===== src/rtl/core/can_log_record_parser_defines.svh =====
// Assertion macros shared by the CAN log record parser RTL.
// Included by clp_emitter, the module that carries concurrent assertions; no other dependencies.
`ifndef CAN_LOG_RECORD_PARSER_DEFINES_SVH
`define CAN_LOG_RECORD_PARSER_DEFINES_SVH

`ifndef ASSERT_OFF
// Check on every rising edge outside reset.
`define CLP_ASSERT(lbl, clk, rst_n, prop, msg) \
	lbl: assert property (@(posedge clk) disable iff (!rst_n) prop) else $error(msg);
// Check on every rising edge, reset included.
`define CLP_ASSERT_ALWAYS(lbl, clk, prop, msg) \
	lbl: assert property (@(posedge clk) prop) else $error(msg);
`else
`define CLP_ASSERT(lbl, clk, rst_n, prop, msg)
`define CLP_ASSERT_ALWAYS(lbl, clk, prop, msg)
`endif

`endif


===== src/rtl/core/clp_pkg.sv =====
// Types and constants of the CAN log record parser.
// No dependencies; imported by clp_field_parser, clp_emitter, the top level and the testbench.
package clp_pkg;

	localparam int MAX_PAYLOAD_DEF = 64;
	localparam int LEN_CLAMP       = 64;
	localparam int CNT_W           = 7;
	localparam int IDX_W           = 6;
	localparam int FLAG_XL_BIT     = 4;
	localparam logic [31:0] MAGIC_VALUE = 32'h4E41434D;

	typedef enum logic [1:0] {
		KIND_FRAME       = 2'd0,
		KIND_SUMMARY_OK  = 2'd1,
		KIND_SUMMARY_BAD = 2'd2
	} kind_t;

	typedef struct packed {
		logic [7:0] byte_value;
		logic       end_of_stream;
	} in_item_t;

	typedef struct packed {
		kind_t       kind;
		logic [63:0] timestamp;
		logic [31:0] frame_id;
		logic [4:0]  flag_bits;
		logic [7:0]  length;
		logic        has_data;
		logic [7:0]  data_byte;
		logic [IDX_W-1:0] byte_index;
		logic        last;
		logic [31:0] frame_count;
	} result_t;

	typedef struct packed {
		logic [63:0] timestamp;
		logic [31:0] frame_id;
		logic [4:0]  flag_bits;
		logic [7:0]  length;
	} frame_desc_t;

	// Parser to emitter: one frame or summary to put out.
	typedef struct packed {
		logic             frame;
		logic             summary;
		kind_t            kind;
		logic [31:0]      total;
		logic [CNT_W-1:0] count;
		frame_desc_t      desc;
	} emit_cmd_t;

endpackage


===== src/rtl/core/clp_stream_if.sv =====
// Valid/ready stream channel carrying one word of type payload_t.
// Depends on nothing; the payload type is set where the channel is instantiated.
interface clp_stream_if #(parameter type payload_t = logic);
	logic     valid;
	logic     ready;
	payload_t payload;

	modport source (output valid, output payload, input ready);
	modport sink (input valid, input payload, output ready);
endinterface


===== src/rtl/core/clp_payload_ram.sv =====
// Payload buffer of the CAN log record parser: one write port, one registered read port.
// Depends on nothing but its parameters.
module clp_payload_ram #(
	parameter int DEPTH = 64,
	parameter int AW    = 6
) (
	input  logic          clk,
	input  logic          wr_en,
	input  logic [AW-1:0] wr_addr,
	input  logic [7:0]    wr_data,
	input  logic          rd_en,
	input  logic [AW-1:0] rd_addr,
	output logic [7:0]    rd_data
);
	logic [7:0] mem [DEPTH];
	logic [7:0] rd_data_q;

	always_ff @(posedge clk) begin
		if (wr_en) begin
			mem[wr_addr] <= wr_data;
		end
		if (rd_en) begin
			rd_data_q <= mem[rd_addr];
		end
	end

	assign rd_data = rd_data_q;
endmodule


===== src/rtl/core/clp_field_parser.sv =====
// Byte-level record parser: header check, field assembly, payload writes, frame count.
// Depends on clp_pkg; feeds clp_payload_ram and clp_emitter.
module clp_field_parser #(
	parameter int MAX_PAYLOAD = clp_pkg::MAX_PAYLOAD_DEF,
	parameter int AW          = $clog2(MAX_PAYLOAD)
) (
	input  logic                clk,
	input  logic                arst_n,
	input  logic                accept,
	input  clp_pkg::in_item_t   item,
	output clp_pkg::emit_cmd_t  cmd,
	output logic                wr_en,
	output logic [AW-1:0]       wr_addr,
	output logic [7:0]          wr_data
);
	import clp_pkg::*;

	typedef enum logic [2:0] {
		PH_HEADER,
		PH_STAMP,
		PH_IDENT,
		PH_FLAGS,
		PH_LENGTH,
		PH_DATA,
		PH_DEAD
	} phase_t;

	localparam logic [CNT_W-1:0] MAX_CNT = CNT_W'(MAX_PAYLOAD);

	phase_t           phase_q;
	logic [3:0]       fb_q;
	logic [31:0]      magic_q;
	logic [63:0]      stamp_q;
	logic [31:0]      ident_q;
	logic [4:0]       flags_q;
	logic [7:0]       len_q;
	logic [CNT_W-1:0] cnt_q;
	logic [CNT_W-1:0] taken_q;
	logic [31:0]      total_q;

	logic [7:0]       b;
	logic             eos;
	logic             xl;
	logic [15:0]      len_full;
	logic [7:0]       len_final;
	logic [CNT_W-1:0] cnt_final;
	logic             len_done;
	logic             data_done;
	logic             frame_done;
	logic             bad;
	logic [CNT_W-1:0] emit_cnt;

	assign b        = item.byte_value;
	assign eos      = item.end_of_stream;
	assign xl       = flags_q[FLAG_XL_BIT];
	assign len_full = {b, len_q};

	always_comb begin
		if (xl) begin
			len_final = (len_full > 16'(LEN_CLAMP)) ? 8'(LEN_CLAMP) : len_q;
		end else begin
			len_final = b;
		end
		cnt_final = (len_final >= 8'(LEN_CLAMP)) ? CNT_W'(LEN_CLAMP) : len_final[CNT_W-1:0];
	end

	assign len_done   = (phase_q == PH_LENGTH) && (!xl || fb_q[0]);
	assign data_done  = (phase_q == PH_DATA) && ((taken_q + CNT_W'(1)) == cnt_q);
	assign frame_done = accept && !eos && ((len_done && cnt_final == '0) || data_done);
	assign bad        = (phase_q == PH_DEAD) || (phase_q == PH_HEADER && fb_q < 4'd4);
	assign emit_cnt   = (phase_q != PH_DATA) ? '0 : ((cnt_q < MAX_CNT) ? cnt_q : MAX_CNT);

	always_comb begin
		cmd.frame          = frame_done;
		cmd.summary        = accept && eos;
		cmd.kind           = bad ? KIND_SUMMARY_BAD : KIND_SUMMARY_OK;
		cmd.total          = bad ? 32'd0 : total_q;
		cmd.count          = emit_cnt;
		cmd.desc.timestamp = stamp_q;
		cmd.desc.frame_id  = ident_q;
		cmd.desc.flag_bits = flags_q;
		cmd.desc.length    = (phase_q == PH_DATA) ? len_q : len_final;
	end

	// Buffer only the first MAX_PAYLOAD data bytes; the rest are consumed and dropped.
	assign wr_en   = accept && !eos && (phase_q == PH_DATA) && (taken_q < MAX_CNT);
	assign wr_addr = taken_q[AW-1:0];
	assign wr_data = b;

	always_ff @(posedge clk or negedge arst_n) begin
		if (!arst_n) begin
			phase_q <= PH_HEADER;
			fb_q    <= '0;
			magic_q <= '0;
			stamp_q <= '0;
			ident_q <= '0;
			flags_q <= '0;
			len_q   <= '0;
			cnt_q   <= '0;
			taken_q <= '0;
			total_q <= '0;
		end else if (accept) begin
			if (eos) begin
				phase_q <= PH_HEADER;
				fb_q    <= '0;
				magic_q <= '0;
				taken_q <= '0;
				total_q <= '0;
			end else begin
				unique case (phase_q)
					PH_HEADER: begin
						if (fb_q < 4'd4) begin
							magic_q[{fb_q[1:0], 3'b000} +: 8] <= b;
						end
						fb_q <= fb_q + 4'd1;
						if (fb_q == 4'd3 && {b, magic_q[23:0]} != MAGIC_VALUE) begin
							phase_q <= PH_DEAD;
						end else if (fb_q == 4'd7) begin
							phase_q <= PH_STAMP;
							fb_q    <= '0;
						end
					end
					PH_STAMP: begin
						stamp_q[{fb_q[2:0], 3'b000} +: 8] <= b;
						if (fb_q == 4'd7) begin
							phase_q <= PH_IDENT;
							fb_q    <= '0;
						end else begin
							fb_q <= fb_q + 4'd1;
						end
					end
					PH_IDENT: begin
						ident_q[{fb_q[1:0], 3'b000} +: 8] <= b;
						if (fb_q == 4'd3) begin
							phase_q <= PH_FLAGS;
							fb_q    <= '0;
						end else begin
							fb_q <= fb_q + 4'd1;
						end
					end
					PH_FLAGS: begin
						flags_q <= b[4:0];
						phase_q <= PH_LENGTH;
						fb_q    <= '0;
					end
					PH_LENGTH: begin
						if (!len_done) begin
							len_q <= b;
							fb_q  <= 4'd1;
						end else begin
							len_q   <= len_final;
							cnt_q   <= cnt_final;
							fb_q    <= '0;
							taken_q <= '0;
							if (cnt_final == '0) begin
								phase_q <= PH_STAMP;
								if (total_q != '1) begin
									total_q <= total_q + 32'd1;
								end
							end else begin
								phase_q <= PH_DATA;
							end
						end
					end
					PH_DATA: begin
						if (data_done) begin
							phase_q <= PH_STAMP;
							fb_q    <= '0;
							taken_q <= '0;
							if (total_q != '1) begin
								total_q <= total_q + 32'd1;
							end
						end else begin
							taken_q <= taken_q + CNT_W'(1);
						end
					end
					PH_DEAD: begin
						phase_q <= PH_DEAD;
					end
					default: begin
						phase_q <= PH_DEAD;
					end
				endcase
			end
		end
	end
endmodule


===== src/rtl/core/clp_emitter.sv =====
// Result emitter: drains the payload buffer into the output register; also sends summaries.
// Depends on clp_pkg, clp_stream_if and can_log_record_parser_defines.svh.
`include "can_log_record_parser_defines.svh"

module clp_emitter #(
	parameter int AW = 6
) (
	input  logic               clk,
	input  logic               arst_n,
	input  clp_pkg::emit_cmd_t cmd,
	output logic               rd_en,
	output logic [AW-1:0]      rd_addr,
	input  logic [7:0]         rd_data,
	output logic               take_ok,
	clp_stream_if.source       records
);
	import clp_pkg::*;

	logic [CNT_W-1:0] e_q;
	logic [CNT_W-1:0] issue_q;
	logic             s1_valid_s1;
	logic [CNT_W-1:0] s1_idx_s1;
	frame_desc_t      desc_q;
	logic             out_valid_q;
	result_t          out_q;

	logic slot_free;
	logic pending;
	logic load_s1;
	logic s1_last;
	logic idle;
	logic start_run;
	logic start_zero;

	assign slot_free  = !out_valid_q || records.ready;
	assign pending    = (issue_q != e_q);
	assign idle       = !pending && !s1_valid_s1;
	assign rd_en      = pending && (!s1_valid_s1 || slot_free);
	assign rd_addr    = issue_q[AW-1:0];
	assign load_s1    = s1_valid_s1 && slot_free;
	assign s1_last    = ((s1_idx_s1 + CNT_W'(1)) == e_q);
	assign start_run  = cmd.frame && (cmd.count != '0);
	assign start_zero = cmd.frame && (cmd.count == '0);
	assign take_ok    = idle && slot_free;

	assign records.valid   = out_valid_q;
	assign records.payload = out_q;

	always_ff @(posedge clk or negedge arst_n) begin
		if (!arst_n) begin
			e_q         <= '0;
			issue_q     <= '0;
			s1_valid_s1 <= 1'b0;
			out_valid_q <= 1'b0;
		end else begin
			if (start_run) begin
				e_q     <= cmd.count;
				issue_q <= '0;
			end else if (rd_en) begin
				issue_q <= issue_q + CNT_W'(1);
			end

			if (rd_en) begin
				s1_valid_s1 <= 1'b1;
			end else if (load_s1) begin
				s1_valid_s1 <= 1'b0;
			end

			if (load_s1 || start_zero || cmd.summary) begin
				out_valid_q <= 1'b1;
			end else if (records.ready) begin
				out_valid_q <= 1'b0;
			end
		end
	end

	always_ff @(posedge clk) begin
		if (start_run) begin
			desc_q <= cmd.desc;
		end
		if (rd_en) begin
			s1_idx_s1 <= issue_q;
		end
		if (load_s1) begin
			out_q.kind        <= KIND_FRAME;
			out_q.timestamp   <= desc_q.timestamp;
			out_q.frame_id    <= desc_q.frame_id;
			out_q.flag_bits   <= desc_q.flag_bits;
			out_q.length      <= desc_q.length;
			out_q.has_data    <= 1'b1;
			out_q.data_byte   <= rd_data;
			out_q.byte_index  <= s1_idx_s1[IDX_W-1:0];
			out_q.last        <= s1_last;
			out_q.frame_count <= '0;
		end else if (start_zero) begin
			out_q.kind        <= KIND_FRAME;
			out_q.timestamp   <= cmd.desc.timestamp;
			out_q.frame_id    <= cmd.desc.frame_id;
			out_q.flag_bits   <= cmd.desc.flag_bits;
			out_q.length      <= cmd.desc.length;
			out_q.has_data    <= 1'b0;
			out_q.data_byte   <= '0;
			out_q.byte_index  <= '0;
			out_q.last        <= 1'b1;
			out_q.frame_count <= '0;
		end else if (cmd.summary) begin
			out_q.kind        <= cmd.kind;
			out_q.timestamp   <= '0;
			out_q.frame_id    <= '0;
			out_q.flag_bits   <= '0;
			out_q.length      <= '0;
			out_q.has_data    <= 1'b0;
			out_q.data_byte   <= '0;
			out_q.byte_index  <= '0;
			out_q.last        <= 1'b1;
			out_q.frame_count <= cmd.total;
		end
	end

	`CLP_ASSERT(a_start_when_idle, clk, arst_n, (cmd.frame || cmd.summary) |-> (idle && slot_free), "run started while emitter busy")
	`CLP_ASSERT(a_issue_bound, clk, arst_n, issue_q <= e_q, "read pointer ran past frame length")
	`CLP_ASSERT(a_s1_in_range, clk, arst_n, s1_valid_s1 |-> (s1_idx_s1 < e_q), "read stage holds index beyond run")
	`CLP_ASSERT(a_drain_to_idle, clk, arst_n, (load_s1 && s1_last) |=> idle, "emitter not idle after final result")
	`CLP_ASSERT_ALWAYS(a_reset_clears_out, clk, !arst_n |=> !out_valid_q, "output valid after a reset edge")
endmodule


===== src/rtl/core/can_log_record_parser.sv =====
// Top level of the CAN log record parser: byte channel in, result channel out.
// Depends on clp_pkg, clp_stream_if, clp_field_parser, clp_payload_ram and clp_emitter.
//
// The block reads a CAN log file one byte per word on the bytes channel and
// puts out frame results and end summaries on the records channel. The file
// opens with an 8-byte header whose first four bytes (little endian) must be
// the magic word 0x4E41434D; the next four are skipped. Each record then
// carries an 8-byte timestamp, a 4-byte identifier, a flags byte and a length
// (two bytes, clamped to 64, when the XL flag is set, otherwise one byte),
// followed by min(length,64) data bytes. The first MAX_PAYLOAD data bytes go
// into an on-chip payload buffer. When the last byte of a record arrives, the
// record is put out as one result per buffered byte (or a single result with
// has_data low when nothing was buffered), with last high on the final one.
// A word with end_of_stream set yields one summary: kind ok with the frame
// count (saturating), or kind bad header with a zero count when the magic was
// wrong or never completed; the parser then re-arms for a new file. A record
// cut short by end of stream is dropped silently.
// Rate: a record that puts out e buffered bytes keeps the bytes channel
// stalled while it drains through the payload buffer's single read port,
// one result per cycle while the records channel is ready; input resumes
// once the final result sits in the output register. A stalled records
// channel holds the input off. No clearing pass is needed after reset:
// buffer entries are only read after being written within the same record.
module can_log_record_parser #(
	parameter int MAX_PAYLOAD = clp_pkg::MAX_PAYLOAD_DEF
) (
	input  logic         clk,
	input  logic         arst_n,
	clp_stream_if.sink   bytes,
	clp_stream_if.source records
);
	import clp_pkg::*;

	localparam int AW = $clog2(MAX_PAYLOAD);

	emit_cmd_t     cmd;
	logic          accept;
	logic          take_ok;
	logic          wr_en;
	logic [AW-1:0] wr_addr;
	logic [7:0]    wr_data;
	logic          rd_en;
	logic [AW-1:0] rd_addr;
	logic [7:0]    rd_data;

	// Take a byte only when the emitter has nothing left to drain and the
	// output register can accept whatever this byte might produce.
	assign bytes.ready = take_ok;
	assign accept      = bytes.valid && take_ok;

	clp_field_parser #(
		.MAX_PAYLOAD (MAX_PAYLOAD),
		.AW          (AW)
	) u_parser (
		.clk     (clk),
		.arst_n  (arst_n),
		.accept  (accept),
		.item    (bytes.payload),
		.cmd     (cmd),
		.wr_en   (wr_en),
		.wr_addr (wr_addr),
		.wr_data (wr_data)
	);

	// Payload buffer: written by the parser during the data bytes of a
	// record, read back by the emitter after the record completes.
	clp_payload_ram #(
		.DEPTH (MAX_PAYLOAD),
		.AW    (AW)
	) u_ram (
		.clk     (clk),
		.wr_en   (wr_en),
		.wr_addr (wr_addr),
		.wr_data (wr_data),
		.rd_en   (rd_en),
		.rd_addr (rd_addr),
		.rd_data (rd_data)
	);

	clp_emitter #(
		.AW (AW)
	) u_emitter (
		.clk     (clk),
		.arst_n  (arst_n),
		.cmd     (cmd),
		.rd_en   (rd_en),
		.rd_addr (rd_addr),
		.rd_data (rd_data),
		.take_ok (take_ok),
		.records (records)
	);
endmodule


===== src/flat_wrapper.sv =====
// flat-port wrapper written by rule: the top's interface ports become plain ports
module can_log_record_parser_flat import clp_pkg::*;
#(
	parameter int MAX_PAYLOAD = clp_pkg::MAX_PAYLOAD_DEF
)
  (clk, arst_n, bytes_valid, bytes_payload, bytes_ready, records_valid, records_payload, records_ready);
  clp_stream_if #(.payload_t(in_item_t)) bytes_i ();
  clp_stream_if #(.payload_t(result_t)) records_i ();
  input  logic clk;
  input  logic arst_n;
  input wire logic [$bits(bytes_i.valid)-1:0] bytes_valid;
  input wire logic [$bits(bytes_i.payload)-1:0] bytes_payload;
  output wire logic [$bits(bytes_i.ready)-1:0] bytes_ready;
  output wire logic [$bits(records_i.valid)-1:0] records_valid;
  output wire logic [$bits(records_i.payload)-1:0] records_payload;
  input wire logic [$bits(records_i.ready)-1:0] records_ready;
  assign bytes_i.valid = bytes_valid;
  assign bytes_i.payload = bytes_payload;
  assign bytes_ready = bytes_i.ready;
  assign records_valid = records_i.valid;
  assign records_payload = records_i.payload;
  assign records_i.ready = records_ready;
  can_log_record_parser #(.MAX_PAYLOAD(MAX_PAYLOAD)) u_core (.clk(clk), .arst_n(arst_n), .bytes(bytes_i), .records(records_i));
endmodule

===== config.mk =====
export PLATFORM = sky130hd
export DESIGN_NAME = can_log_record_parser_flat
export DESIGN_NICKNAME = d
export VERILOG_FILES = /design/src/rtl/core/clp_pkg.sv /design/src/rtl/core/clp_stream_if.sv /design/src/rtl/core/clp_payload_ram.sv /design/src/rtl/core/clp_field_parser.sv /design/src/rtl/core/clp_emitter.sv /design/src/rtl/core/can_log_record_parser.sv /design/src/flat_wrapper.sv
export VERILOG_INCLUDE_DIRS = /design/src /design/src/rtl/core
export SDC_FILE = /design/constraint.sdc
export NUM_CORES = 1
export LEC_CHECK = 0
export BUFFER_PORTS_ARGS = -buffer_cell sky130_fd_sc_hd__buf_2
export CELL_PAD_IN_SITES_DETAIL_PLACEMENT = 1
export CELL_PAD_IN_SITES_GLOBAL_PLACEMENT = 1
export CORE_MARGIN = 1
export CORE_UTILIZATION = 33
export CTS_BUF_LIST = sky130_fd_sc_hd__clkbuf_4 sky130_fd_sc_hd__clkbuf_8
export DETAILED_ROUTE_END_ITERATION = 10
export PLACE_DENSITY_LB_ADDON = 0.1
export SLEW_MARGIN = 0
export SYNTH_ARGS = -nofsm -noshare
export SYNTH_HDL_FRONTEND = slang
export SYNTH_SLANG_ARGS = --single-unit
export TNS_END_PERCENT = 100

===== constraint.sdc =====
create_clock -name clk -period 10.7 [get_ports clk]
set_clock_uncertainty 0.2 [all_clocks]
set_input_delay 0 -clock clk [delete_from_list [all_inputs] [get_ports clk]]
set_output_delay 0 -clock clk [all_outputs]
set_load 0.03 [all_outputs]

**Word level (Yosys, flattened, before mapping)**

Memory sizes are Yosys's and may differ from the RTL's. A register that Yosys moved wholly into a read port is not among the register bits.
Cells that the tools add are included.

- Order comparisons: 5
- Multiplexer cells: 52
- Reductions and logical operators: 53
- Equal/unequal tests: 20
- Divide/modulo/power cells: 0
- Bitwise logic cells: 1
- Shift-type cells: 4
- Add/subtract/negate cells: 7
- Multipliers: 0

Operators by type and width:

| operator | count |
|---|---|
| $mux W157 | 3 |
| $mux W32 | 9 |
| $bwmux W32 | 2 |
| $bwmux W64 | 1 |
| $pmux W32 S2 | 1 |
| $shift A8 B8 Y64 const A | 1 |
| $shiftx A8 B8 Y64 | 1 |
| $mux W7 | 8 |
| $add A32 B1 Y32 const B | 1 |
| $mux W8 | 4 |
| $ne A32 B31 Y1 const B | 1 |
| $ne A32 B32 Y1 const B | 1 |
| $shift A8 B7 Y32 const A | 1 |
| $shiftx A8 B7 Y32 | 1 |
| $mux W3 | 8 |
| $pmux W4 S6 | 1 |
| $add A7 B1 Y7 const B | 3 |
| $reduce_and A3 Y1 | 7 |
| $mux W4 | 5 |
| $pmux W3 S6 | 1 |
| $logic_and A1 B1 Y1 | 17 |
| $gt A16 B7 Y1 const B | 1 |
| $ne A3 B3 Y1 const B | 5 |
| $eq A7 B7 Y1 | 2 |
| other kinds (29) | 57 |

- Bits in read-only memories: 0
- Bits in writable memories: 512
- Register bits after elaboration: 485
- Bits of input ports: 13
- Bits in latches: 0
- Memories kept: 1

Memories:

| memory | depth | width | rd ports | clocked after memory_dff | write ports | RTL line | source |
|---|---|---|---|---|---|---|---|
| u_core.u_ram.mem | 64 | 8 | 1 | 1 | 1 | clp_payload_ram.sv:15 | `logic [7:0] mem [DEPTH];` |

**Depth between registers and ports, before layout**

Gate-level depths: netlist of run 1.

- Depth in word-level cells: 13
- Depth in mapped cells: 11

**Hierarchy**

From an unflattened synthesis of run 1, not the netlist that was laid out.

- Cells, all modules: 2512
- Area total of the unflattened synthesis: 40358.7 um^2

By module, submodules not included:

| module | times used | area an instance (um^2) | sequential area each (um^2) | cells an instance |
|---|---|---|---|---|
| clp_payload_ram | 1 | 20246.9 | 15615.0 | 940 |
| clp_emitter | 1 | 10650.2 | 8308.0 | 621 |
| clp_field_parser | 1 | 9455.3 | 4654.5 | 950 |
| can_log_record_parser | 1 | 6.3 | 0.0 | 1 |

**Least setup slack after synthesis of run 1**

No wires, ideal clock.

- Path kind: register -> register
- Start: reg u_core.u_parser.taken_q[1]
- End: reg u_core.u_emitter.desc_q[0] in the netlist's numbering, enable pin
- Period minus slack after synthesis: 6.740 ns
- Buffers on the path: 0
- Setup time: 0.578 ns
- Cell stages (with the launch flop): 7
- Slack: 3.960 ns
- Data arrival time: 5.963 ns
- Path through: dfrtp_1 > ha_1 > xor2_1 > nor3_1 > o211a_1 > a32oi_1 > nor2_1

- Cells in the longest elaborated chain, start to end: 6

Ends and longest elaborated chain:

| element | RTL line | source |
|---|---|---|
| start, declared | clp_field_parser.sv:38 | `logic [CNT_W-1:0] taken_q;` |
| start signal, assigned | clp_field_parser.sv:174 | `taken_q <= taken_q + CNT_W'(1);` |
| $add A7 B1 Y7 | clp_field_parser.sv:68 | `assign data_done = (phase_q == PH_DATA) && ((taken_q + CNT_W'(1)) == cnt_q);` |
| $eq A7 B7 Y1 | clp_field_parser.sv:68 |  |
| $logic_and A1 B1 Y1 | clp_field_parser.sv:68 |  |
| $logic_or A1 B1 Y1 | clp_field_parser.sv:69 | `assign frame_done = accept && !eos && ((len_done && cnt_final == '0) \|\| data_done);` |
| $logic_and A1 B1 Y1 | clp_field_parser.sv:69 |  |
| $logic_and A1 B1 Y1 | clp_emitter.sv:42 | `assign start_run = cmd.frame && (cmd.count != '0);` |
| net u_core.u_emitter.start_run | clp_emitter.sv:32 | `logic start_run;` |
| end signal, assigned | clp_emitter.sv:79 | `desc_q <= cmd.desc;` |
| end, declared | clp_emitter.sv:23 | `frame_desc_t desc_q;` |

The timed path passes the listed nets, and every way through them passes these cells.
A chain may end at the register's enable or synchronous reset.

**Worst setup path in the final report of run 1**

- Start: reg u_core.u_emitter.issue_q[0]
- End: reg u_core.u_emitter.out_q (netlist bit u_core.u_emitter.records.payload[88]), enable pin

- Cells in the longest elaborated chain, start to end: 9

Ends and longest elaborated chain:

| element | RTL line | source |
|---|---|---|
| start, declared | clp_emitter.sv:20 | `logic [CNT_W-1:0] issue_q;` |
| start signal, assigned | clp_emitter.sv:60 | `issue_q <= issue_q + CNT_W'(1);` |
| $ne A7 B7 Y1 (*) | clp_emitter.sv:36 | `assign pending = (issue_q != e_q);` |
| $logic_not A1 Y1 (*) | clp_emitter.sv:37 | `assign idle = !pending && !s1_valid_s1;` |
| $logic_and A1 B1 Y1 (*) | clp_emitter.sv:37 |  |
| $logic_and A1 B1 Y1 (*) | clp_emitter.sv:44 | `assign take_ok = idle && slot_free;` |
| $logic_and A1 B1 Y1 (*) | can_log_record_parser.sv:49 | `assign accept = bytes.valid && take_ok;` |
| $logic_and A1 B1 Y1 (2 in series) | clp_field_parser.sv:69 |  |
| $logic_and A1 B1 Y1 | clp_emitter.sv:43 | `assign start_zero = cmd.frame && (cmd.count == '0);` |
| $reduce_bool A3 Y1 (no source line) (*) | -- |  |
| end, declared | clp_emitter.sv:25 | `result_t out_q;` |

Mark *: on every way between the ends. The rest lies on a longest branch, timed or not.

==> results of run 1 <==
==> worst max path at each step <==
stage,start,endpoint,slack [ns],cells past startpoint
final,u_core.u_emitter.issue_q[0],u_core.u_emitter.records.payload[88],5.25,6
after global routing,u_core.u_emitter.issue_q[0],u_core.u_emitter.records.payload[89],4.70,6
after CTS,u_core.u_emitter.issue_q[0],u_core.u_emitter.records.payload[121],4.99,6
after detailed placement,u_core.u_emitter.issue_q[0],u_core.u_emitter.records.payload[89],5.00,6
after global placement,u_core.u_emitter.issue_q[0],u_core.u_emitter.records.payload[111],5.11,6
after floorplan,u_core.u_parser.taken_q[1],u_core.u_emitter.desc_q[0],3.96,6
==> kinds of logic after synthesis <==
| group | share of synthesized area [%] |
|---|---|
| and+or+nand+nor | 7.12 |
| buffers and inverters | 1.58 |
| muxes | 11.5 |
| DFF | 72.3 |
| adders and majority gates | 0.316 |
| xor gates and xnor gates | 1.04 |
| AOI/OAI and AO/OA | 6.13 |
==> placed cells by master, fill, tap and decap left out, types with 19 or more instances in the layout <==
master / n
a21oi_1: 50
buf_4: 38
dlygate4sd3_1: 23
clkinv_1: 27
mux2_2: 66
mux4_2: 168
and3_1: 32
nand4_1: 20
xnor2_1: 30
nor3_1: 19
o21ai_0: 74
a22o_1: 140
dfxtp_1: 35
edfxtp_1: 760
dfrtp_1: 199
nand3_1: 69
clkbuf_4: 77
clkbuf_8: 190
nor2_1: 135
buf_2: 165
nand2_1: 201
==> registers in the layout, indices dropped and copies added (netlist names), 8 cells and up <==
| name | cells |
|---|---|
| u_core.u_ram.mem | 512 |
| u_core.u_emitter.records.payload | 159 |
| u_core.u_emitter.desc_q | 109 |
| u_core.u_parser.stamp_q | 64 |
| u_core.u_parser.ident_q | 32 |
| u_core.u_parser.total_q | 32 |
| u_core.u_parser.magic_q | 24 |
| u_core.u_parser.len_q | 8 |
| u_core.u_ram.rd_data | 8 |
==> metal layers <==
layer / vias to the layer above / GRT usage (%) / wire, µm
li1: 9824 / - / -
met1: 11800 / 23.9 / 48600
met2: 524 / 29.7 / 52800
met3: 170 / 3.58 / 4780
met4: 2 / 5.66 / 2500
met5: - / 0 / 9
==> where the power goes <==
part | internal, mW | total [mW] | switching [mW] | leakage (nW)
clock network | 2.03 | 3.59 | 1.56 | 1.91
logic | 0.857 | 2.06 | 1.20 | 4.34
registers | 4.38 | 4.57 | 0.192 | 10.2
total | 7.27 | 10.2 | 2.95 | 16.5
==> area by class of cell <==
cell class | instances | area (µm²)
fillers | 11800 | 72400
flip-flops and latches | 997 | 28600
multi-input cells | 1210 | 10400
clock buffers | 266 | 3180
well taps | 1600 | 2000
repair buffers | 230 | 1420
clock inverters | 55 | 412
inverters | 15 | 56.3
diodes | 1 | 2.50
==> timing repair <==
action,in CTS,in global routing
hold endpoints to repair,832,0
endpoints found under the setup margin,0,0
hold buffers,25,0
==> through the flow <==
step,setup WS (ns),hold slack [ns]
6_report,5.25,0.0996
5_1_grt,4.70,0.0719
4_1_cts,4.99,0.0257
3_5_place_dp,5.00,-0.138
3_3_place_gp,5.11,-0.143
2_1_floorplan,3.96,-0.496
==> critical path, delay by kind of cell, from the launching register on <==
kind / cells / cell delay, ns
AND/OR/NAND/NOR: 4 / 2.56
flip-flops: 1 / 1.07
buffers and inverters: 1 / 0.87
XOR/XNOR: 1 / 0.25
==> results.md, run 1 <==
- CP Class: flop to flop
- Hold path startpoint: bytes_payload[4]
- Area Overhead vs Synth: 16.4%
- Remaining Overflow, GRT: 0
- Max_slew headroom: between 10% and 20%
- Status: complete, no violations
- Post-synth top flop: edfxtp_1
- Worst r2r src: u_core.u_emitter.issue_q[0]
- Slowest-stage cell, CP: dfrtp_4
- Die width: roughly 350 µm
- R2r worst-path depth: 6
- Synthesized area: 39500 µm²
- Final hold viol count: 0
- Critical path peak fanout: 75
- Clock sinks: approximately 1000
- Total number of vias: approximately 22000
- Final period utilization: about half
- TritonCTS Buffers: 174
- I/O pin count: roughly 170
- Final Slew Violations: 0
- Total Die Area: approximately 120000 µm²
- Post-CTS Setup Inserts: 0
- Dpl cells: a little over 4000
- Mapped Nets: 2390
- Row cnt: ~130
- Drt wl/cell: between 20 and 25 µm
- Clock Tree Buf Depth: 3
- Hold worst-path end: u_core.u_parser.stamp_q[59]
- Setup crit start kind: flop
- CTS tree: yes
- Vias per cell: ~5.1
- Placed cell areas: 42200 µm²
- P per Cell Area: between 200 and 250 nW/µm²
- Least-Margin Pin Slew: around 1.3 ns
- Vias in the first global route: around 24000
- Gate Count Post-Synth: around 2400
- Post-route ant nets: 0
- Setup slack, reg-to-reg: between 5 and 6 ns
- Post-DP HPWL: around 67 mm
- Reg clk slew, reported paths: about 0.060 ns
- FMAX: roughly 0.18 GHz
- Synth Warn #: 0
- Seq/Total Area, Yosys: 72.3%
- Setup crit end kind: flop
- IO buf count: between 150 and 200
- Overall Power: ~10 mW
- Top post-synthesis cells by count: edfxtp_1 (760), nand2_1 (203), dfrtp_1 (202)
- Max-cap violation count: 0
- P_leak: around 16 nW
- Non-Filler Instances: between 4000 and 5000
- Worst Hold Class: input pin to flop
- Worst skew pair latency: about 0.84 ns
- Syn_area_per_cell: ~17 µm²
- Final Core Density: 38.9%
- Asr flop ratio synth: between 20% and 30%
- Crit path largest cell delay: 1.07 ns
- Post-synth EDFFs: 760
- Routability cong.: just under 0.8
- Number of library cell types mapped by synthesis: 74
- Area contributors post-synth: edfxtp_1 (58%), dfrtp_1 (13%), mux4_2 (9.6%)
- Worst path cell trace: xnor2_1 -> nand3_1 -> nor3_2 -> nand2_2 -> nand2_4 -> buf_4
- DR iter-0 viols: roughly 1300
- RR Endpoint: u_core.u_emitter.records.payload[88]
- WHS Path Cells: 3
- CTS resizes: 0
- Share of cells above drive strength 1: around 28%
- Pre-antenna DRT Iters: 5
- Setup-failing EPs final: 0
- Design area: ~46000 µm²
- Core area: 118000 µm²
- Initial Util: approximately 33%
- Critical Path RT: about 11 ns
- Total detailed-routing wirelength: roughly 110 mm
- Antenna violations before repair: 6
- Worst VDD drop: approximately 0.18 mV
- Most frequent cell after synthesis: edfxtp_1
- Pin count of the biggest net entering global routing: 89
- First-pass GRT wire length: about 160 mm
- Share of the synthesized area in the top cell type: between 50 and 60%
- Arr. time, crit path: around 5.7 ns
- Total negative setup slack: 0 ns
- Die span in y: around 350 µm
- Final #Nets: 2651
- GRT Util Overall: 18.0%
- Largest area contributor in the synthesized netlist: edfxtp_1
- RSZ-0062 raised after global routing: no
- Flops & latches, synth: 997
- Min Tclk post-route: around 5.5 ns
- Root buf cell: clkbuf_8
- DRC: 0
- H-tree Lvls: 4
Power figures use the tool's default switching activity.
==> inputs of run 2 (changes only) <==
Clock period 10.7 ns to 5.17 ns, I/O delays scaled along.
==> run 2 against run 1 <==
Compared with the run above: final cell count increased by 0.53%; via count increased by 1.6%; first-iteration DRC count increased by 37%; largest power group unchanged; non-clock buffer count increased by 21; fmax increased by 33%; combinational power increased by 110%; sequential share of layout area decreased by 0.30 points; die area unchanged; register-to-register slack got worse by 4.2 ns; highest routed layer unchanged; sequential power increased by 100%; sequential cell count unchanged; global-route usage increased by 0.92 points.
==> results.md, run 2 (synthesis results as in run 1) <==
- Status: complete, no violations (unchanged)
- Worst Hold Class: input pin to flop (unchanged)
- Slowest-stage cell, CP: nor2_1 (was dfrtp_4)
- Remaining Overflow, GRT: 0 (unchanged)
- Seq pwr share: 44.3% (was 44.7%)
- Post-DP HPWL: 71.7 mm (was 67.1 mm)
- DR iter-0 viols: 1828 (was 1337)
- Drt wl/cell: 25.9 µm (was 24.9 µm)
- Total detailed-routing wirelength: 114 mm (was 109 mm)
- Final Slew Violations: 0 (unchanged)
- Crit path largest cell delay: 0.88 ns (was 1.07 ns)
- Max-cap violation count: 0 (unchanged)
- Pin count of the biggest net entering global routing: 111 (was 89)
- CTS resizes: 0 (unchanged)
- Min Tclk post-route: 4.11 ns (was 5.45 ns)
- Antenna violations before repair: 4 (was 6)
- Total negative setup slack: 0 ns (unchanged)
- Worst VDD drop: 0.258 mV (was 0.180 mV)
- R2r worst-path depth: 6 (unchanged)
- Comb power frac: 20.6% (was 20.1%)
- Fill cell total of the finished layout: 11800 (about the same)
- Critical Path RT: 5.39 ns (was 10.94 ns)
- Post-route ant nets: 0 (unchanged)
- Critical path peak fanout: 13 (was 75)
- Routability cong.: 0.792 (was 0.784)
- DRC: 0 (unchanged)
- Arr. time, crit path: 4.33 ns (was 5.70 ns)
- Hold Worst Slack: 0.0928 ns (was 0.0996 ns)
- CTS tree: yes (unchanged)
- Total number of vias: 22700 (was 22300)
- Area Overhead vs Synth: 17.0% (was 16.4%)
- Clock Tree Buf Depth: 3 (unchanged)
- Clock sinks: 997 (unchanged)
- Vias per cell: 5.16 (was 5.10)
- Initial Util: 33.4% (unchanged)
- Total Die Area: 121000 µm² (unchanged)
- Setup crit end kind: flop (unchanged)
- Least-Margin Pin Slew: 1.19 ns (was 1.30 ns)
- Root buf cell: clkbuf_8 (unchanged)
- Switch share: 29.0% (was 28.9%)
- Commonest non-fill, non-tap cell in the layout: edfxtp_1 (unchanged)
- WHS Path Cells: 3 (unchanged)
- Vias in the first global route: 24200 (was 23900)
- Most frequent cells in the layout: edfxtp_1 (760), nand2_1 (201), dfrtp_1 (199) (unchanged)
- Pre-antenna DRT Iters: 5 (unchanged)
- Setup-failing EPs final: 0 (unchanged)
- Reg clk slew, reported paths: 0.06 ns (about the same)
- First-pass GRT wire length: 169 mm (was 162 mm)
- Top reg by flops: u_core.u_ram.mem (unchanged)
- Die span in y: 348 µm (unchanged)
- TritonCTS Buffers: 174 (unchanged)
- P per Cell Area: 453 nW/µm² (was 222 nW/µm²)
- Setup slack, reg-to-reg: 1.06 ns (was 5.25 ns)
- Clk pwr share: 35.0% (was 35.2%)
- Hold-fix buffers at CTS: 25 (unchanged)
- Setup crit start kind: flop (unchanged)
- Max_slew headroom: 20.2% (was 13.3%)
- Worst skew pair latency: 0.84 ns (about the same)
- Share of cells above drive strength 1: 28.0% (was 27.7%)
- Post-CTS Setup Inserts: 0 (unchanged)
- Row cnt: 126 (unchanged)
- RSZ-0062 raised after global routing: no (unchanged)
- Switch Pwr: 6.08 mW (was 2.95 mW)
- CP Class: flop to flop (unchanged)
- Core area: 118000 µm² (unchanged)
- Final #Nets: 2672 (was 2651)
- Worst path cell trace: xnor2_1 -> and4_4 -> nand3_4 -> nor4_1 -> nand2_1 -> nor2_1 (was xnor2_1 -> nand3_1 -> nor3_2 -> nand2_2 -> nand2_4 -> buf_4)
- GRT Util Overall: 18.9% (was 18.0%)
- Final hold viol count: 0 (unchanged)
- I/O pin count: 174 (unchanged)
- Die width: 348 µm (unchanged)
- Final period utilization: 79.5% (was 51.0%)
- Internal power: 14.9 mW (was 7.27 mW)
- Overall Power: 21.0 mW (was 10.2 mW)
- P_leak: 16.6 nW (was 16.5 nW)
- Largest register FFs: 512 (unchanged)
- H-tree Lvls: 4 (unchanged)
- FMAX: 0.243 GHz (was 0.183 GHz)
- IO buf count: 173 (unchanged)
==> run 2: cell types whose count changed in the layout (fill, tap and decap cells not counted), moves of 3 or more <==
cell / change
clkinv_1: +9
clkbuf_8: -3
buf_12: +9
buf_4: +13
clkinvlp_4: -3
inv_8: +4
clkbuf_4: -12
==> run 2: layout make-up <==
cell class,count,area [µm²],share of cell area (%)
clock inverters,70,484,1.05
repair buffers,251,1690,3.65
multi-input cells,1210,10400,22.5
diodes,3,7.51,0.0162
inverters,15,56.3,0.122
flip-flops and latches,997,28600,61.8
well taps,1600,2000,4.33
clock buffers,251,3050,6.59
==> run 2: worst paths after layout <==
kind	startpoint	endpoint
max in group asynchronous	arst_n	u_core.u_emitter.issue_q[0]
min reg2reg	u_core.u_emitter.records.payload[14]	u_core.u_emitter.records.payload[14]
max	u_core.u_emitter.issue_q[4]	u_core.u_ram.mem[53][1]
max reg2reg	u_core.u_emitter.issue_q[4]	u_core.u_ram.mem[53][1]
min in group asynchronous	arst_n	u_core.u_parser.stamp_q[45]
min	bytes_payload[4]	u_core.u_ram.mem[30][3]
==> run 2: power by group through the flow <==
stage                     Clock, mW  Sequential (mW)  Combinational, mW
after detailed placement          0             9.46               4.41
after floorplan                   0             9.88               2.47
after global placement            0             9.46               4.37
after global routing           7.90             9.33               4.61
after CTS                      7.58             9.31               4.44
final                          7.34             9.29               4.33
==> run 2: metal layers <==
metal	up-vias	share of wire (%)	track usage (%)
met3	157	4.8	3.40
met1	12000	45	26.1
met2	604	48	30.6
met4	2	2.1	5.43
li1	9893	-	-
met5	-	0.011	0
==> run 2: worst max-delay path: cells and delay by family, from the launching register on <==
family | cells | cell delay (ns)
xor gates and xnor gates | 1 | 0.23
DFF | 1 | 0.82
and+or+nand+nor | 5 | 2.44
==> run 2: through the flow <==
step	worst slack, ns	std cells	area (µm²)	utilization (%)
finish	1.06	4397	46300	39.1
global route	0.877	4396	46300	39.1
CTS	1.02	4394	46300	39.1
detailed placement	1.03	4048	42400	35.8
global placement	1.12	4048	42400	35.8
floorplan	0.261	2367	39600	-
==> inputs of run 3 (changes only) <==
Clock period 5.17 ns to 4 ns, I/O delays scaled along.
==> run 3 against run 2 <==
Compared with the run above: sequential share of layout area down 0.83 points; die area unchanged; final cell count up 1.8%.
==> results.md, run 3 (synthesis results as in run 1) <==
- P_leak: 17.0 nW (was 16.6 nW)
- Total number of vias: 22400 (was 22700)
- Vias in the first global route: 24000 (was 24200)
- Antenna violations before repair: 3 (was 4)
- Die width: 348 µm (unchanged)
- Pre-antenna DRT Iters: 5 (unchanged)
- I/O pin count: 174 (unchanged)
- Max-cap violation count: 0 (unchanged)
- Total negative setup slack: 0 ns (unchanged)
- Most frequent cells in the layout: edfxtp_1 (760), nand2_1 (201), dfrtp_1 (199) (unchanged)
- Critical Path RT: 4.56 ns (was 5.39 ns)
- Drt wl/cell: 24.5 µm (was 25.9 µm)
- Worst path cell trace: ha_1 -> nor4bb_1 -> a2111o_1 -> o211ai_1 -> o21a_2 -> buf_4 -> a31oi_1 -> nand3_1 -> dlygate4sd3_1 -> nand2_1 (was xnor2_1 -> and4_4 -> nand3_4 -> nor4_1 -> nand2_1 -> nor2_1)
- Total Die Area: 121000 µm² (unchanged)
- Routability cong.: 0.767 (was 0.792)
- Met1 usage: 24.7% (was 26.1%)
- Vias per cell: 5.00 (was 5.16)
- Fill cell total of the finished layout: 11800 (about the same)
- Worst skew pair latency: 0.83 ns (was 0.84 ns)
- Least-Margin Pin Slew: 1.08 ns (was 1.19 ns)
- Status: complete, no violations (unchanged)
- Setup crit end kind: flop (unchanged)
- Commonest non-fill, non-tap cell in the layout: edfxtp_1 (unchanged)
- Initial Util: 33.4% (unchanged)
- Crit path largest cell delay: 0.58 ns (was 0.88 ns)
- Worst Hold Class: input pin to flop (unchanged)
- Root buf cell: clkbuf_8 (unchanged)
- Buf/Inv on CP: 2 (was 0)
- Die span in y: 348 µm (unchanged)
- Setup-failing EPs final: 0 (unchanged)
- H-tree Lvls: 4 (unchanged)
- Final hold viol count: 0 (unchanged)
- Row cnt: 126 (unchanged)
- Post-route ant nets: 0 (unchanged)
- IO buf count: 173 (unchanged)
- Top Usage Layer GRT: met2 (unchanged)
- Final period utilization: 89.8% (was 79.5%)
- GRT Util Overall: 18.2% (was 18.9%)
- P per Cell Area: 583 nW/µm² (was 453 nW/µm²)
- Arr. time, crit path: 4.15 ns (was 4.33 ns)
- Critical path peak fanout: 18 (was 13)
- Slowest-stage cell, CP: dlygate4sd3_1 (was nor2_1)
- Delay-heaviest family, CP: compound AO/OA/AOI/OAI gates (was simple AND/OR/NAND/NOR gates)
- Top reg by flops: u_core.u_ram.mem (unchanged)
- Worst VDD drop: 0.582 mV (was 0.258 mV)
- Design area: 46900 µm² (was 46300 µm²)
- Met2 Track Usage GR: 29.3% (was 30.6%)
- Reg clk slew, reported paths: 0.07 ns (was 0.06 ns)
- Clock sinks: 997 (unchanged)
- CP Class: flop to flop (unchanged)
- First-pass GRT wire length: 163 mm (was 169 mm)
- Final #Nets: 2751 (was 2672)
- DRC: 0 (unchanged)
- Post-CTS Setup Inserts: 0 (unchanged)
- Post-DP HPWL: 70.0 mm (was 71.7 mm)
- Area Overhead vs Synth: 18.6% (was 17.0%)
- Overall Power: 27.3 mW (was 21.0 mW)
- Setup crit start kind: flop (unchanged)
- Placed cell areas: 43100 µm² (was 42400 µm²)
- Pin count of the biggest net entering global routing: 134 (was 111)
- Min Tclk post-route: 3.59 ns (was 4.11 ns)
- Final Slew Violations: 0 (unchanged)
- Share of cells above drive strength 1: 30.2% (was 28.0%)
- Total detailed-routing wirelength: 110 mm (was 114 mm)
- Met3 GRT Util: 3.49% (was 3.40%)
- Clock Tree Buf Depth: 3 (unchanged)
- CTS tree: yes (unchanged)
- DR iter-0 viols: 1476 (was 1828)
- Core area: 118000 µm² (unchanged)
- Remaining Overflow, GRT: 0 (unchanged)
- Largest register FFs: 512 (unchanged)
- Max_slew headroom: 27.8% (was 20.2%)
- TritonCTS Buffers: 172 (was 174)
- FMAX: 0.278 GHz (was 0.243 GHz)
- RSZ-0062 raised after global routing: no (unchanged)
run 3: worst paths after layout:
path                                                startpoint                             endpoint  slack [ns]  depth (start not counted)
max in group asynchronous                               arst_n          u_core.u_emitter.issue_q[0]        2.88                          4
min in group asynchronous                               arst_n          u_core.u_parser.stamp_q[15]        0.20                          4
min reg2reg                u_core.u_emitter.records.payload[2]  u_core.u_emitter.records.payload[2]        0.25                          2
max                                 u_core.u_parser.taken_q[0]           u_core.u_parser.phase_q[1]        0.41                         10
max reg2reg                         u_core.u_parser.taken_q[0]           u_core.u_parser.phase_q[1]        0.41                         10
min                                           bytes_payload[0]           u_core.u_parser.total_q[0]        0.08                          4
run 3: layout make-up:
class                      count  area, µm²  share of cell area [%]
clock buffer                 245       2980                    6.36
multi-input combinational   1210      10400                    22.2
antenna                        1       2.50                 0.00534
tap                         1600       2000                    4.27
clock inverter                75        567                    1.21
sequential                   997      28600                    61.0
timing repair buffer         332       2310                    4.92
inverter                      15       56.3                   0.120
run 3: routing by layer:
layer  wire length (µm)  vias up
met5                  0        -
met4               2690        0
met1              50100    11700
li1                   -    10000
met2              52200      474
met3               4700      159
run 3: timing repair:
action                                  4_1_cts  5_1_grt
hold buffers                                 21        0
endpoints found under the hold margin       825        0
gates resized for setup                       0        1
endpoints found under the setup margin        0        1
run 3: worst register-to-register path: cells and delay by family, from the launching register on:
kind	cells	cell delay (ns)
compound gates	4	1.05
buf+inv	2	0.82
flops	1	0.54
simple gates	3	0.52
fa+ha+maj	1	0.39
run 3: power by group:
part | total, mW | internal (mW) | switching (mW)
sequential | 12.0 | 11.7 | 0.265
combinational | 5.84 | 2.37 | 3.47
clock | 9.52 | 5.29 | 4.24
total | 27.3 | 19.4 | 7.97
run 3: metrics by stage:
step	hold slack (ns)	instances	worst slack, ns	utilization (%)
after floorplan	-0.496	2367	0.290	-
after global placement	-0.0963	4133	0.539	36.4
after detailed placement	-0.0877	4133	0.476	36.4
after CTS	0.00651	4474	0.174	39.6
after global routing	0.0447	4475	0.138	39.6
final	0.0801	4475	0.407	39.6
